**config.mk**
```make
export PLATFORM = sky130hd
export DESIGN_NAME = bfst_hash
export DESIGN_NICKNAME = d
export VERILOG_FILES = /design/src/design/bfst_pkg.sv /design/src/design/bfst_hash.sv
export SDC_FILE = /design/constraint.sdc
export NUM_CORES = 2
export LEC_CHECK = 0
export BUFFER_PORTS_ARGS = -buffer_cell sky130_fd_sc_hd__buf_2
export CORE_MARGIN = 2
export CORE_UTILIZATION = 33
export DETAILED_ROUTE_END_ITERATION = 6
export MAX_ROUTING_LAYER = met4
export PLACE_DENSITY_LB_ADDON = 0.2
export SETUP_SLACK_MARGIN = 0.3
export SLEW_MARGIN = 0
export SYNTH_ARGS = -nofsm -noshare
export SYNTH_HDL_FRONTEND = slang
export SYNTH_SLANG_ARGS = --single-unit
```
**constraint.sdc**
```tcl
create_clock -name clk -period 13.85 [get_ports clk]
set_input_delay 2.77 -clock clk [delete_from_list [all_inputs] [get_ports clk]]
set_output_delay 2.77 -clock clk [all_outputs]
set_load 0.05 [all_outputs]
```
**src/design/bfst_pkg.sv**
```systemverilog
package bfst_pkg;

	localparam int FLOW_ENTRIES_DEFAULT = 1024;
	localparam int PROBE_LIMIT_DEFAULT = 4;

	localparam logic [7:0] PROTO_TCP = 8'd6;
	localparam logic [7:0] PROTO_UDP = 8'd17;

	localparam int WORD_COUNT = 17;
	localparam logic [4:0] WORD_LAST = 5'd16;

	localparam logic [31:0] HASH_MUL_A = 32'h9E3779B1;
	localparam logic [31:0] HASH_MUL_B = 32'h85EBCA77;
	localparam logic [31:0] HASH_MUL_C = 32'hC2B2AE3D;
	localparam logic [31:0] HASH_MUL_D = 32'h27D4EB2F;
	localparam logic [31:0] HASH_MUL_E = 32'h2C1B3C6D;

	// Result status codes.
	localparam logic [2:0] STATUS_UPDATED = 3'd0;
	localparam logic [2:0] STATUS_NEW = 3'd1;
	localparam logic [2:0] STATUS_IGNORED = 3'd2;
	localparam logic [2:0] STATUS_FULL = 3'd3;
	localparam logic [2:0] STATUS_READ = 3'd4;

	typedef enum logic [3:0] {
		ST_CLEAR,
		ST_IDLE,
		ST_HASH,
		ST_READ,
		ST_CHECK,
		ST_GAP,
		ST_SQUARE,
		ST_WRITE,
		ST_STREAM
	} state_t;

	// Request handed to the hash unit.
	typedef struct packed {
		logic rd;
		logic [31:0] addr_a;
		logic [31:0] addr_b;
		logic [39:0] ports_proto;
		logic [9:0] ridx;
	} hash_req_t;

	// One table record as held in memory.
	typedef struct packed {
		logic valid;
		logic [31:0] addr_a;
		logic [31:0] addr_b;
		logic [39:0] ports_proto;
		logic [47:0] first_seen;
		logic [47:0] last_seen;
		logic [63:0] pkt;
		logic [63:0] byt;
		logic [63:0] fwd_pkt;
		logic [63:0] bwd_pkt;
		logic [63:0] fwd_byt;
		logic [63:0] bwd_byt;
		logic [31:0] len_min_max;
		logic [63:0] len_sum;
		logic [63:0] len_sq_sum;
		logic [63:0] gap_cnt;
		logic [63:0] gap_sum;
		logic [63:0] gap_sq_sum;
	} entry_t;

	function automatic logic [63:0] sat_add(input logic [63:0] a, input logic [63:0] b);
		logic [64:0] s;
		s = {1'b0, a} + {1'b0, b};
		return s[64] ? '1 : s[63:0];
	endfunction

	function automatic logic [63:0] word_of(input entry_t e, input logic [4:0] w);
		logic [63:0] v;
		case (w)
			5'd0: v = {32'd0, e.addr_a};
			5'd1: v = {32'd0, e.addr_b};
			5'd2: v = {24'd0, e.ports_proto};
			5'd3: v = {16'd0, e.first_seen};
			5'd4: v = {16'd0, e.last_seen};
			5'd5: v = e.pkt;
			5'd6: v = e.byt;
			5'd7: v = e.fwd_pkt;
			5'd8: v = e.bwd_pkt;
			5'd9: v = e.fwd_byt;
			5'd10: v = e.bwd_byt;
			5'd11: v = {32'd0, e.len_min_max};
			5'd12: v = e.len_sum;
			5'd13: v = e.len_sq_sum;
			5'd14: v = e.gap_cnt;
			5'd15: v = e.gap_sum;
			default: v = e.gap_sq_sum;
		endcase
		return v;
	endfunction

endpackage

```
**src/design/bfst_hash.sv**
```systemverilog
module bfst_hash import bfst_pkg::*; #(
	parameter int FLOW_ENTRIES = FLOW_ENTRIES_DEFAULT,
	localparam int IW = $clog2(FLOW_ENTRIES)
) (
	input logic clk,
	input logic arst_n,
	input logic go,
	input hash_req_t req,
	output logic done,
	output logic [IW-1:0] idx
);

	localparam bit IS_POW2 = ((64'd1 << IW) == 64'(FLOW_ENTRIES));
	localparam logic [IW:0] N_EXT = (IW+1)'(FLOW_ENTRIES);
	localparam logic [31:0] N32 = 32'(FLOW_ENTRIES);
	localparam int SHIFT = 32 + IW;
	localparam logic [63:0] RECIP = (64'd1 << SHIFT) / 64'(FLOW_ENTRIES);
	localparam logic [32:0] RECIP_33 = RECIP[32:0];

	logic v_s1, v_s2;
	logic [31:0] pa_s1, pb_s1, pc_s1, pd_s1;
	logic [31:0] m_s2;
	logic [31:0] x;
	logic mod_start;
	logic [31:0] mod_in;
	logic [2:0] stage_q;
	logic [31:0] val_q;
	logic [64:0] prod_q;
	logic [31:0] quot;
	logic [IW:0] rem_q;
	logic done_q;
	logic [IW-1:0] idx_q;

	// First stage: four independent key products.
	always_ff @(posedge clk or negedge arst_n) begin
		if (!arst_n) begin
			v_s1 <= 1'b0;
			v_s2 <= 1'b0;
		end else begin
			v_s1 <= go && !req.rd;
			v_s2 <= v_s1;
		end
	end

	always_ff @(posedge clk) begin
		pa_s1 <= req.addr_a * HASH_MUL_A;
		pb_s1 <= req.addr_b * HASH_MUL_B;
		pc_s1 <= req.ports_proto[31:0] * HASH_MUL_C;
		pd_s1 <= {24'd0, req.ports_proto[39:32]} * HASH_MUL_D;
		m_s2 <= x * HASH_MUL_E;
	end

	// Second stage: fold the products, then the final mixing product.
	always_comb begin
		x = pa_s1 ^ pb_s1 ^ pc_s1 ^ pd_s1;
		x = x ^ (x >> 15);
	end

	// A read reduces its index directly; a packet reduces the mixed hash.
	assign mod_start = v_s2 || (go && req.rd);
	assign mod_in = v_s2 ? (m_s2 ^ (m_s2 >> 13)) : {22'd0, req.ridx};

	// The reciprocal product gives the quotient or one less; a final subtract fixes it.
	assign quot = 32'(prod_q >> SHIFT);

	// Remainder modulo the table size: a mask for a power of two, otherwise
	// a three-stage reciprocal multiply, subtract and correction.
	always_ff @(posedge clk or negedge arst_n) begin
		if (!arst_n) begin
			stage_q <= '0;
			done_q <= 1'b0;
		end else begin
			stage_q <= {stage_q[1:0], mod_start && !IS_POW2};
			done_q <= (mod_start && IS_POW2) || stage_q[2];
		end
	end

	always_ff @(posedge clk) begin
		if (mod_start) begin
			val_q <= mod_in;
		end
		if (stage_q[0]) begin
			prod_q <= val_q * RECIP_33;
		end
		if (stage_q[1]) begin
			rem_q <= (IW+1)'(val_q - quot * N32);
		end
		if (mod_start && IS_POW2) begin
			idx_q <= mod_in[IW-1:0];
		end else if (stage_q[2]) begin
			idx_q <= (rem_q >= N_EXT) ? IW'(rem_q - N_EXT) : rem_q[IW-1:0];
		end
	end

	assign done = done_q;
	assign idx = idx_q;

endmodule

```
* Word-level counts from Yosys, hierarchy flattened *
Index checks and enable logic that the tools add are counted.

storage, ports and cells
  bits in registers = 164
  bits in latches = 0
  RAM bits = 0
  bits in read-only memories = 0
  bits of input ports = 118
  output and inout port bits = 11
  memories kept = 0

operators by class
  add/sub/neg operators = 0
  multiply operators = 5
  divide/modulo/power cells = 0
  order comparisons = 0
  eq/ne operators = 0
  shifts and indexed selects = 0
  mux-type cells = 2
  bitwise logic cells = 5
  reduce and logical (&&, ||, !) cells = 4

operator list
  cell                                                  number
  XOR 32 bit                                            3
  multiplier 32 x 32 -> 32 bit (second input constant)  2
  multiplier 32 x 30 -> 23 bit (second input constant)  1
  multiplier 32 x 31 -> 32 bit (second input constant)  1
  multiplier 8 x 30 -> 32 bit (second input constant)   1
  XOR 32 x 17 -> 32 bit                                 1
  2-to-1 mux 10 bit                                     2
  XOR 10 bit                                            1
  logical AND 1 bit                                     2
  logical NOT 1 bit                                     1
  logical OR 1 bit                                      1

* Depth between registers and ports, before layout *
  word-level depth = 5
  depth in mapped cells = 26
  mapped depth without buffers = 26

* Least setup slack after synthesis *
Ideal clock, no wire load.

  kind = input to register
  from = in req[86] (netlist bit)
  to = reg pa_s1[31]
  library setup time = 0.121 ns
  arrival time = 8.628 ns
  data required time = 13.729 ns
  path slack = 5.100 ns
  stages on the path = 25
  path through = inv_1 -> fa_1 -> inv_1 -> fa_1 -> fa_1 -> inv_1 -> fa_1 -> inv_1 -> fa_1 -> inv_1 -> fa_1 -> inv_1 -> fa_1 -> inv_1 -> fa_1 -> inv_1 -> ha_1 -> a21oi_1 -> nor2_1 -> o21a_1 -> a211o_1 -> a2111oi_2 -> nor3_1 -> a31oi_1 -> xnor2_1

on the way
  longest elaborated chain between the ends = 1

ends and longest elaborated chain
  what                          RTL line         RTL
  from (decl)                   bfst_hash.sv:8   input hash_req_t req,
  multiplier 32 x 32 -> 32 bit  bfst_hash.sv:46  pa_s1 <= req.addr_a * HASH_MUL_A;
  to (signal assigned)          bfst_hash.sv:46
  to (decl)                     bfst_hash.sv:21  logic [31:0] pa_s1, pb_s1, pc_s1, pd_s1;

Every way passes these cells.
A chain may end at the register's enable or synchronous reset.

* Final worst setup path *
  from = in req[13] (netlist bit)
  to = reg pc_s1[30]

on the way
  longest elaborated chain between the ends = 1

ends and longest elaborated chain
  what                          RTL line         RTL
  multiplier 32 x 31 -> 32 bit  bfst_hash.sv:48  pc_s1 <= req.ports_proto[31:0] * HASH_MUL_C;
  to (signal assigned)          bfst_hash.sv:48
  to (decl)                     bfst_hash.sv:21

Every way passes these cells.

==> load_flow_metrics.sql <==
INSERT INTO impl_metrics (metric_group, metric, value, unit) VALUES
('cells_and_area', 'finish.net_count', '5740', ''),
('route', 'residual_antenna_violating_net_count_after_detailed_routing', '0', ''),
('route', 'routed_wirelength', '98340', 'um'),
('timing', 'hold-worst-slack', '0.3666', 'ns'),
('cts', 'ctsHtreeMaxLevel', '4', ''),
('cells_and_area', 'fill_cells', '12390', ''),
('cells_and_area', 'multi_input_comb_area', '31730', 'um2'),
('global_route', 'grt_antenna_before_repair', '1', ''),
('worst_setup_path', 'critical_path_required_time', '14.20', 'ns'),
('min_path', 'timing.hold.worst.start', 'v_s1', ''),
('cells_and_area', 'finish.cell_count_without_fillers', '5688', ''),
('cts', 'clk_transition_reported_paths', '0.07', 'ns'),
('cells_and_area', 'sequential_cell_area', '3338', 'um2'),
('cts', 'max-clock-path-buffers', '2', ''),
('worst_setup_path', 'critical_path_peak_fanout', '7', ''),
('route', 'wire_per_inst', '17.29', 'um'),
('yosys', 'synth_enable_flop_cells', '10', ''),
('floorplanning', 'die_footprint', '124200', 'um2'),
('timing', 'rsz0062_at_grt', 'false', ''),
('route', 'route.detailed.vias_per_inst', '4.336', ''),
('route', 'drt-pass1-iter-count', '5', ''),
('cts', 'cts_hold_buffers', '0', ''),
('timing', 'finalSetupViolCount', '0', ''),
('yosys', 'synth.top_cell.area_share', '40.57', '%'),
('yosys', 'yosys_cell_types', '65', ''),
('cells_and_area', 'area_growth', '8.263', '%'),
('yosys', 'syn_inst_count', '3910', ''),
('yosys', 'syn_area', '40060', 'um2'),
('cts', 'cts_buffers', '17', ''),
('global_route', 'grt_first_pass_wirelength', '158400', 'um'),
('timing', 'final_setup_skew', '0.01245', 'ns'),
('yosys', 'ys_seq_elements', '161', ''),
('yosys', 'postSynth.topFlopCell', 'sky130_fd_sc_hd__dfxtp_1', ''),
('cells_and_area', 'drive_gt1_share', '4.491', '%'),
('worst_setup_path', 'regToRegStartpoint', 'pd_s1[22]', ''),
('yosys', 'synth-async-reset-ratio', '1.863', '%'),
('floorplanning', 'placement_rows', '127', ''),
('cts', 'cts_sinks', '161', ''),
('placed_design', 'hpwlAfterDp', '90990', 'um'),
('yosys', 'ys.warnings.count', '0', ''),
('min_path', 'worstHoldPathType', 'register to register', ''),
('floorplanning', 'fp.dieH', '352.4', 'um'),
('floorplanning', 'coreArea', '120100', 'um2'),
('route', 'detailroute.via_count', '24660', ''),
('placed_design', 'gp_routability_congestion', '0.9185', ''),
('timing', 'worstMarginPinSlew', '0.9117', 'ns'),
('yosys', 'synth_nets', '5588', ''),
('timing', 'timing.final.hold_violations', '0', ''),
('timing', 'fmax', '112.2', 'MHz'),
('route', 'remaining_routing_drc_violations', '0', ''),
('cts', 'clock_latency', '0.46', 'ns'),
('cts', 'cts_tree', 'yes', ''),
('worst_setup_path', 'critical_path_arrival', '9.26', 'ns'),
('worst_setup_path', 'start_kind', 'primary input', ''),
('floorplanning', 'die_w', '352.4', 'um'),
('global_route', 'grt_max_degree', '22', ''),
('yosys', 'post_synth.cell_area_avg', '10.25', 'um2'),
('cts', 'ctsRootBufferMaster', 'sky130_fd_sc_hd__clkbuf_16', ''),
('job', 'drv.max_cap_violation_count', '0', ''),
('timing', 'post-route-period-util', '64.37', '%'),
('global_route', 'gr-total-overflow', '0', ''),
('global_route', 'first_global_vias', '28020', ''),
('global_route', 'grt.total_usage', '17.22', '%'),
('placed_design', 'placedCellCount', '5655', ''),
('timing', 'period_minus_slack', '8.915', 'ns'),
('placed_design', 'port_buffers', '128', ''),
('timing', 'worst_slew_margin_rel', '38.78', '%'),
('cts', 'cts_post_setup_buffers_inserted', '0', ''),
('timing', 'totalNegativeSetupSlack', '0', 'ns'),
('yosys', 'netlist_top_cells_area', 'sky130_fd_sc_hd__fa_1, sky130_fd_sc_hd__ha_1, sky130_fd_sc_hd__inv_1', ''),
('worst_setup_path', 'endpoint_kind', 'register', ''),
('yosys', 'cell_type_with_the_highest_aggregate_area_in_the_netlist', 'sky130_fd_sc_hd__fa_1', ''),
('status', 'result_of_the_run', 'finished clean', ''),
('floorplanning', 'initial_utilization', '33.35', '%'),
('timing', 'maxSlewViolCount', '0', ''),
('cts', 'postCtsResizedCells', '0', ''),
('route', 'first_iter_violations', '1049', ''),
('worst_setup_path', 'startpoint', 'req[13]', ''),
('yosys', 'yosysSeqAreaShare', '8.332', '%'),
('floorplanning', 'boundaryPins', '129', ''),
('worst_setup_path', 'criticalPathCategory', 'primary input to register', '');
-- Yosys cell counts, types with 3 or more instances --
master                      number
sky130_fd_sc_hd__inv_1        1330
sky130_fd_sc_hd__fa_1          812
sky130_fd_sc_hd__ha_1          748
sky130_fd_sc_hd__xnor2_1       311
sky130_fd_sc_hd__dfxtp_1       148
sky130_fd_sc_hd__a21oi_1        87
sky130_fd_sc_hd__nor2_1         80
sky130_fd_sc_hd__xor2_1         59
sky130_fd_sc_hd__a21o_1         39
sky130_fd_sc_hd__o21ai_0        39
sky130_fd_sc_hd__nand2_1        30
sky130_fd_sc_hd__nand3_1        19
sky130_fd_sc_hd__nor3_1         18
sky130_fd_sc_hd__o21a_1         18
sky130_fd_sc_hd__nor2b_1        17
sky130_fd_sc_hd__nand2b_1       15
sky130_fd_sc_hd__o21bai_1       13
sky130_fd_sc_hd__a211oi_1       11
sky130_fd_sc_hd__and3_1         11
sky130_fd_sc_hd__a31oi_1        10
sky130_fd_sc_hd__edfxtp_1       10
sky130_fd_sc_hd__or3_1           8
sky130_fd_sc_hd__nand4_1         6
sky130_fd_sc_hd__nor4_1          5
sky130_fd_sc_hd__o211ai_1        5
sky130_fd_sc_hd__a221oi_1        4
sky130_fd_sc_hd__a41o_1          4
sky130_fd_sc_hd__o2111ai_1       4
sky130_fd_sc_hd__a211o_1         3
sky130_fd_sc_hd__dfrtp_1         3
sky130_fd_sc_hd__o221a_2         3
-- final cells by class --
cell class | count | area share (%)
clock buffer | 17 | 0.9808
inverter | 1330 | 11.51
tap | 1612 | 4.650
timing repair buffer | 135 | 1.598
antenna | 1 | 0.005769
sequential | 161 | 7.696
multi-input combinational | 2417 | 73.14
clock inverter | 15 | 0.4154
-- sequential cells by signal, indices dropped and copies added, names as in the netlist --
| register | count |
|---|---|
| v_s1 | 1 |
| pd_s1 | 32 |
| m_s2 | 20 |
| pc_s1 | 32 |
| v_s2 | 1 |
| pa_s1 | 32 |
| done | 1 |
| pb_s1 | 32 |
| idx | 10 |
-- cell families after synthesis --
| kind of cell | Yosys count | synth area share, % |
|---|---|---|
| AOI/OAI and AO/OA | 267 | 4.481 |
| DFF | 161 | 8.332 |
| muxes | 2 | 0.04997 |
| buffers and inverters | 1332 | 12.48 |
| adders and majority gates | 1560 | 63.93 |
| xor gates and xnor gates | 370 | 8.088 |
| and+or+nand+nor | 218 | 2.636 |
-- worst paths after layout --
| kind | slack, ns | cells past startpoint | endpoint |
|---|---|---|---|
| setup / recovery | 4.93 | 23 | pc_s1[30] |
| setup reg to reg | 6.58 | 21 | m_s2[22] |
| min in group asynchronous | 2.08 | 1 | v_s1 |
| hold reg to reg | 0.37 | 0 | v_s2 |
| max in group asynchronous | 11.66 | 1 | v_s2 |
| hold / removal | 0.37 | 0 | v_s2 |
-- worst max-delay path: stages --
cell and delay [ns]:
sky130_fd_sc_hd__buf_2 0.19, sky130_fd_sc_hd__ha_1 0.42, sky130_fd_sc_hd__fa_1 0.42, sky130_fd_sc_hd__fa_1 0.54, sky130_fd_sc_hd__inv_1 0.05, sky130_fd_sc_hd__fa_1 0.48, sky130_fd_sc_hd__inv_1 0.05, sky130_fd_sc_hd__fa_1 0.45
sky130_fd_sc_hd__ha_1 0.31, sky130_fd_sc_hd__fa_1 0.48, sky130_fd_sc_hd__inv_1 0.05, sky130_fd_sc_hd__fa_1 0.47, sky130_fd_sc_hd__inv_1 0.04, sky130_fd_sc_hd__ha_1 0.36, sky130_fd_sc_hd__a211oi_1 0.32, sky130_fd_sc_hd__nor2_1 0.11
sky130_fd_sc_hd__or4_1 0.39, sky130_fd_sc_hd__a21oi_1 0.25, sky130_fd_sc_hd__nor3_1 0.16, sky130_fd_sc_hd__o41ai_2 0.44, sky130_fd_sc_hd__o311a_1 0.26, sky130_fd_sc_hd__mux2i_1 0.18, sky130_fd_sc_hd__nand2_1 0.06
-- placed cells by master (no fill, tap or decap), drive strengths merged, types with 4 or more instances in the layout --
| cell | instances |
|---|---|
| edfxtp | 10 |
| or3 | 8 |
| o21ai | 41 |
| nor2b | 17 |
| ha | 748 |
| nand3 | 19 |
| o21bai | 13 |
| inv | 1337 |
| a41o | 4 |
| buf | 135 |
| clkinv | 7 |
| fa | 812 |
| nor2 | 80 |
| nand4 | 6 |
| a21o | 39 |
| nand2b | 15 |
| xnor2 | 311 |
| a21oi | 88 |
| a221oi | 4 |
| o211ai | 5 |
| nand2 | 30 |
| dfxtp | 148 |
| and3 | 11 |
| a211oi | 13 |
| nor3 | 18 |
| xor2 | 59 |
| a31oi | 11 |
| nor4 | 5 |
| clkbuf | 17 |
| o2111ai | 4 |
| o21a | 18 |
-- through the flow --
stage / setup WS [ns] / util [%] / instance area (um2)
after global placement: 4.484 / 35.60 / 42770
final: 4.935 / 36.11 / 43380
after global routing: 4.563 / 36.11 / 43380
after CTS: 4.925 / 36.10 / 43370
after floorplan: 5.100 / - / 40060
after detailed placement: 4.427 / 35.60 / 42770
-- metal layers --
metal  vias up  GRT usage, %  part of all wire (%)
met4         0         2.051                   1.1
met1     12360         22.66                    46
li1      11980             -                     -
met3        54         1.915                   2.8
met5         -             -                     0
met2       267         29.35                    50
Power is not shown: default switching activity piles up to over one toggle a cycle in this logic, so the estimate is an artifact.
